==> src/design/ppf_pkg.sv <==
// Shared types, constants and helpers for the pure pursuit path follower.
package ppf_pkg;

	// Path storage sizing.
	localparam int MAX_POINTS = 256;
	localparam int IDX_W = $clog2(MAX_POINTS);
	localparam int CNT_W = $clog2(MAX_POINTS + 1);

	// Stream and configuration widths.
	localparam int IN_DATA_W = 96;
	localparam int OUT_DATA_W = 32;
	localparam int CFG_IDX_W = 2;
	localparam int CFG_DATA_W = 31;

	// Input command codes carried in tuser.
	localparam logic [1:0] CMD_CLEAR = 2'd0;
	localparam logic [1:0] CMD_APPEND = 2'd1;
	localparam logic [1:0] CMD_POSE = 2'd2;
	localparam logic [1:0] CMD_UNUSED = 2'd3;

	// Configuration register indexes.
	localparam logic [CFG_IDX_W-1:0] REG_LOOKAHEAD = 2'd0;
	localparam logic [CFG_IDX_W-1:0] REG_STOP = 2'd1;
	localparam logic [CFG_IDX_W-1:0] REG_TRACK = 2'd2;
	localparam logic [CFG_IDX_W-1:0] REG_LIMIT = 2'd3;

	// Configuration reset values.
	localparam logic [30:0] LOOKAHEAD_RST = 31'd786432;
	localparam logic [30:0] STOP_RST = 31'd131072;
	localparam logic [30:0] TRACK_RST = 31'd786432;
	localparam logic [14:0] LIMIT_RST = 15'd20480;

	// CORDIC setup.
	localparam int CORDIC_STEPS = 14;
	localparam logic signed [17:0] CORDIC_GAIN = 18'sd9949;

	// Controller states.
	typedef enum logic [4:0] {
		S_IDLE,
		S_CHECK,
		S_STOP,
		S_CORDIC,
		S_LOOK_MUL,
		S_LOOK_ADD,
		S_SCAN_GO,
		S_SCAN,
		S_GOAL_RD,
		S_GOAL_DIFF,
		S_NORM,
		S_CURV_SUM,
		S_CURV_CRW,
		S_AB,
		S_MAG,
		S_LIM_MUL,
		S_LIM_CMP,
		S_DIV_A_LD,
		S_DIV_A,
		S_DIV_B_LD,
		S_DIV_B,
		S_RESULT
	} ppf_state_t;

	// Datapath commands, one per cycle.
	typedef enum logic [4:0] {
		DP_NOP,
		DP_CLEAR,
		DP_APPEND,
		DP_LOAD_POSE,
		DP_MARK_DONE,
		DP_STOP_START,
		DP_SET_FINISHED,
		DP_CORDIC_START,
		DP_CORDIC_STEP,
		DP_TRIG,
		DP_LOOK_MUL,
		DP_LOOK_ADD,
		DP_SCAN_START,
		DP_GOAL_ADDR,
		DP_GOAL_DIFF,
		DP_NORM_STEP,
		DP_CURV_MUL,
		DP_CURV_SUM,
		DP_CRW,
		DP_AB,
		DP_MAG,
		DP_LIM_MUL,
		DP_LIM_CMP,
		DP_DIV_LOAD_A,
		DP_DIV_LOAD_B,
		DP_DIV_STEP,
		DP_STORE_A,
		DP_STORE_B,
		DP_EMIT
	} ppf_dp_cmd_t;

	// Status returned by the datapath.
	typedef struct packed {
		logic empty_or_fin;
		logic scan_done;
		logic stop_hit;
		logic cordic_done;
		logic norm_ok;
		logic div_done;
		logic out_free;
	} ppf_status_t;

	// CORDIC angle table in binary angle units.
	function automatic logic [13:0] ppf_cordic_angle(input logic [3:0] i);
		logic [13:0] a;
		case (i)
			4'd0: a = 14'd8192;
			4'd1: a = 14'd4836;
			4'd2: a = 14'd2555;
			4'd3: a = 14'd1297;
			4'd4: a = 14'd651;
			4'd5: a = 14'd326;
			4'd6: a = 14'd163;
			4'd7: a = 14'd81;
			4'd8: a = 14'd41;
			4'd9: a = 14'd20;
			4'd10: a = 14'd10;
			4'd11: a = 14'd5;
			4'd12: a = 14'd3;
			4'd13: a = 14'd1;
			default: a = 14'd0;
		endcase
		return a;
	endfunction

endpackage

==> src/design/ppf_ctrl.sv <==
// Controller state machine that sequences the path follower datapath.
module ppf_ctrl (
	input logic clk,
	input logic arst_n,
	input logic in_valid,
	output logic in_ready,
	input logic [1:0] in_cmd,
	input ppf_pkg::ppf_status_t status,
	output ppf_pkg::ppf_dp_cmd_t cmd
);
	import ppf_pkg::*;

	ppf_state_t state_q, state_n;

	// State register.
	always_ff @(posedge clk or negedge arst_n) begin
		if (!arst_n) begin
			state_q <= S_IDLE;
		end else begin
			state_q <= state_n;
		end
	end

	// Next state.
	always_comb begin
		state_n = state_q;
		case (state_q)
			S_IDLE: begin
				if (in_valid && (in_cmd == CMD_POSE)) begin
					state_n = S_CHECK;
				end
			end
			S_CHECK: state_n = status.empty_or_fin ? S_RESULT : S_STOP;
			S_STOP: begin
				if (status.scan_done) begin
					state_n = status.stop_hit ? S_RESULT : S_CORDIC;
				end
			end
			S_CORDIC: begin
				if (status.cordic_done) begin
					state_n = S_LOOK_MUL;
				end
			end
			S_LOOK_MUL: state_n = S_LOOK_ADD;
			S_LOOK_ADD: state_n = S_SCAN_GO;
			S_SCAN_GO: state_n = S_SCAN;
			S_SCAN: begin
				if (status.scan_done) begin
					state_n = S_GOAL_RD;
				end
			end
			S_GOAL_RD: state_n = S_GOAL_DIFF;
			S_GOAL_DIFF: state_n = S_NORM;
			S_NORM: begin
				if (status.norm_ok) begin
					state_n = S_CURV_SUM;
				end
			end
			S_CURV_SUM: state_n = S_CURV_CRW;
			S_CURV_CRW: state_n = S_AB;
			S_AB: state_n = S_MAG;
			S_MAG: state_n = S_LIM_MUL;
			S_LIM_MUL: state_n = S_LIM_CMP;
			S_LIM_CMP: state_n = S_DIV_A_LD;
			S_DIV_A_LD: state_n = S_DIV_A;
			S_DIV_A: begin
				if (status.div_done) begin
					state_n = S_DIV_B_LD;
				end
			end
			S_DIV_B_LD: state_n = S_DIV_B;
			S_DIV_B: begin
				if (status.div_done) begin
					state_n = S_RESULT;
				end
			end
			S_RESULT: begin
				if (status.out_free) begin
					state_n = S_IDLE;
				end
			end
			default: state_n = S_IDLE;
		endcase
	end

	// Commands to the datapath.
	always_comb begin
		cmd = DP_NOP;
		in_ready = 1'b0;
		case (state_q)
			S_IDLE: begin
				in_ready = 1'b1;
				if (in_valid) begin
					case (in_cmd)
						CMD_CLEAR: cmd = DP_CLEAR;
						CMD_APPEND: cmd = DP_APPEND;
						CMD_POSE: cmd = DP_LOAD_POSE;
						default: cmd = DP_NOP;
					endcase
				end
			end
			S_CHECK: cmd = status.empty_or_fin ? DP_MARK_DONE : DP_STOP_START;
			S_STOP: begin
				if (status.scan_done) begin
					cmd = status.stop_hit ? DP_SET_FINISHED : DP_CORDIC_START;
				end
			end
			S_CORDIC: cmd = status.cordic_done ? DP_TRIG : DP_CORDIC_STEP;
			S_LOOK_MUL: cmd = DP_LOOK_MUL;
			S_LOOK_ADD: cmd = DP_LOOK_ADD;
			S_SCAN_GO: cmd = DP_SCAN_START;
			S_GOAL_RD: cmd = DP_GOAL_ADDR;
			S_GOAL_DIFF: cmd = DP_GOAL_DIFF;
			S_NORM: cmd = status.norm_ok ? DP_CURV_MUL : DP_NORM_STEP;
			S_CURV_SUM: cmd = DP_CURV_SUM;
			S_CURV_CRW: cmd = DP_CRW;
			S_AB: cmd = DP_AB;
			S_MAG: cmd = DP_MAG;
			S_LIM_MUL: cmd = DP_LIM_MUL;
			S_LIM_CMP: cmd = DP_LIM_CMP;
			S_DIV_A_LD: cmd = DP_DIV_LOAD_A;
			S_DIV_A: cmd = status.div_done ? DP_STORE_A : DP_DIV_STEP;
			S_DIV_B_LD: cmd = DP_DIV_LOAD_B;
			S_DIV_B: cmd = status.div_done ? DP_STORE_B : DP_DIV_STEP;
			S_RESULT: begin
				if (status.out_free) begin
					cmd = DP_EMIT;
				end
			end
			default: cmd = DP_NOP;
		endcase
	end

endmodule

==> config.mk <==
export PLATFORM = sky130hd
export DESIGN_NAME = ppf_ctrl
export DESIGN_NICKNAME = d
export VERILOG_FILES = /design/src/design/ppf_pkg.sv /design/src/design/ppf_ctrl.sv
export SDC_FILE = /design/constraint.sdc
export NUM_CORES = 1
export LEC_CHECK = 0
export BUFFER_PORTS_ARGS = -buffer_cell sky130_fd_sc_hd__buf_2
export CAP_MARGIN = 40
export CORE_UTILIZATION = 58
export CTS_BUF_LIST = sky130_fd_sc_hd__clkbuf_4 sky130_fd_sc_hd__clkbuf_8 sky130_fd_sc_hd__clkbuf_16
export CTS_CLUSTER_SIZE = 20
export DETAILED_ROUTE_END_ITERATION = 10
export MAX_ROUTING_LAYER = met4
export PLACE_DENSITY_LB_ADDON = 0.12
export SYNTH_ARGS = -nofsm -noshare
export SYNTH_HDL_FRONTEND = slang
export SYNTH_SLANG_ARGS = --single-unit
==> constraint.sdc <==
create_clock -name clk -period 4.6 [get_ports clk]
set_input_delay 0.23 -clock clk [delete_from_list [all_inputs] [get_ports clk]]
set_output_delay 0.23 -clock clk [all_outputs]
set_load 0.05 [all_outputs]
==> metrics.txt <==
row count 13; Seq/Total Area, Yosys 0.145; Routed Antenna Nets 0; worst-margin pin slew 0.825 ns; Cell Chain, Critical Path nand2b_1 -> or2_2 -> o22a_1 -> o2111ai_1 -> buf_2; Core ar. 0.00133 mm2; number of buffers created by CTS 3; ant diodes 0; WS Path Type reg2out; I/O pin count 18; first-pass GRT wire length 3440 um; initial core utilization 0.646; startpoint types register; via count 967; Num Clock Sinks 5; die width 40.6 um; Synth cell types 48; Largest regs state_q (5); setup TNS 0 ns; Hold Fails Final Rpt 0; H-tree depth 1; Nets 147; Die Y 40.6 um; initial antenna violation count 0; die area 0.00164 mm2; maxcap violations 0; final period utilization 0.543; Slew Limit Headroom 0.450; ys async rst share 1.00; CP max stage delay 0.67 ns; synth top area cells dfrtp_1, a21oi_1, nand2_1, o21ai_0, nand2b_1; WL/cell 15.3 um; crit path max-delay cell type dfrtp_1; CTS max path bufs 2; Detailed Route WL 2270 um; synthesized instance count 123; setup bufs post-CTS 0; Crit. End Element output pin; Post-DP HPWL 1550 um; Synth Area per Inst 7.01 um2; Layout Skew 0.00447 ns; HP Class in2async; Yosys top cell by area dfrtp_1; arrival time at the worst endpoint 2.27 ns; grt ovf 0; Root Buffer clkbuf_4; CTS tree done; largest net degree at the start of global routing 28; RSZ-0062 raised after global routing no; Layout area overhead 10.0%; vias in the first global route 723; Main synth FF type dfrtp_1; DRT Pass-1 Iters 4; area share of the largest cell type after synthesis 0.145; GRT Total Usage 0.324; via/cell ratio 6.53; CTS clk-pin slew, worst paths 0.05 ns; max reg flops 5; worst-skew pair later-pin latency 0.24 ns; 1st-iter DRT viols 33; status complete, no violations; fraction of layout cells with a size suffix above 1 0.263; PortBufs 17; Fmax 400 MHz; CP required 4.37 ns; # DRC 0; Yosys warning total 0; crit path max fanout 22; register bit total from synthesis 5; syn_nets 136; gpl congestion 0.935; Final Max Slew Viols 0; Top reg by flops state_q; # setup viols final 0; Netlist Area Pre-Place 862 um2; number of enable flip-flop cells after synthesis 0; Final min period 2.50 ns
-- synth_stat cells, types with 2 or more instances --
cell / instances
inv_1: 4
o22a_1: 2
nand2_1: 13
nor2_2: 2
nor3_1: 4
clkbuf_1: 3
nor2_1: 7
buf_2: 7
o21ai_0: 9
nand3_1: 3
mux2_2: 3
a21oi_1: 15
nand2b_1: 6
nand3b_1: 2
nor2b_1: 3
a31oi_1: 2
nor4b_1: 2
dfrtp_1: 5
o211ai_1: 2
-- timing repair --
action	4_1_cts	5_1_grt
hold buffers	1	0
resized for setup	0	0
endpoints found under the hold margin	5	0
-- through the flow --
stage / utilization / setup WS, ns / hold slack [ns] / instance area (um2) / std cells
2_1_floorplan: - / 1.72 / -0.0656 / 862 / 123
3_3_place_gp: 0.681 / 2.42 / 0.0455 / 908 / 143
3_5_place_dp: 0.681 / 2.39 / 0.0504 / 908 / 143
4_1_cts: 0.711 / 2.12 / 0.323 / 948 / 148
5_1_grt: 0.711 / 2.00 / 0.338 / 948 / 148
6_report: 0.711 / 2.10 / 0.330 / 948 / 148
-- final timing paths --
check | from | endpoint | slack [ns] | cells after the start
max | state_q[2] | cmd[1] | 2.10 | 5
min | arst_n | state_q[2] | 0.33 | 2
max reg2reg | state_q[1] | state_q[0] | 2.33 | 5
min reg2reg | state_q[3] | state_q[0] | 1.00 | 2
max in group asynchronous | arst_n | state_q[1] | 4.14 | 2
min in group clk | status[4] | state_q[1] | 0.53 | 4
-- layer usage --
layer / global-route usage / vias up / wire, um
met5: - / - / 0
met4: 0.0917 / 0 / 19
met3: 0.0500 / 4 / 232
met1: 0.470 / 421 / 1000
li1: - / 473 / -
met2: 0.456 / 69 / 1020
-- layout by cell type, fill, tap and decap left out, types with 3 or more instances in the layout --
cell	Yosys	final
nor3_1	4	4
nand2_1	13	13
clkbuf_4	0	4
o21ai_0	9	9
mux2_2	3	3
inv_1	4	4
buf_2	7	17
dfrtp_1	5	5
a21oi_1	15	15
nand3_1	3	3
nor2b_1	3	3
nand2b_1	6	6
nor2_1	7	7
-- cells by family (layout without fill, tap and decap cells) --
kind of cell,after synthesis,count (layout),synth area share
and+or+nand+nor,51,51,0.347
AOI/OAI and AO/OA,46,46,0.360
buffers and inverters,16,26,0.0842
DFF,5,5,0.145
muxes,3,3,0.0392
adders and majority gates,1,1,0.0145
xor gates and xnor gates,1,1,0.0102
-- critical path, delay by kind of cell, from the launching register on --
kind	cells	cell delay, ns
buf+inv	1	0.29
flops	1	0.67
simple gates	2	0.64
compound gates	2	0.43
-- final cells by class --
cell class | instances | area [um2]
multi-input combinational | 102 | 664
fill | 122 | 385
sequential | 5 | 125
timing repair buffer | 18 | 95.1
clock buffer | 4 | 30.0
tap | 15 | 18.8
inverter | 4 | 15.0
Power is left out: the tool's default activity adds up to more than one toggle a clock period on the data nets, which glitch-free logic cannot reach.
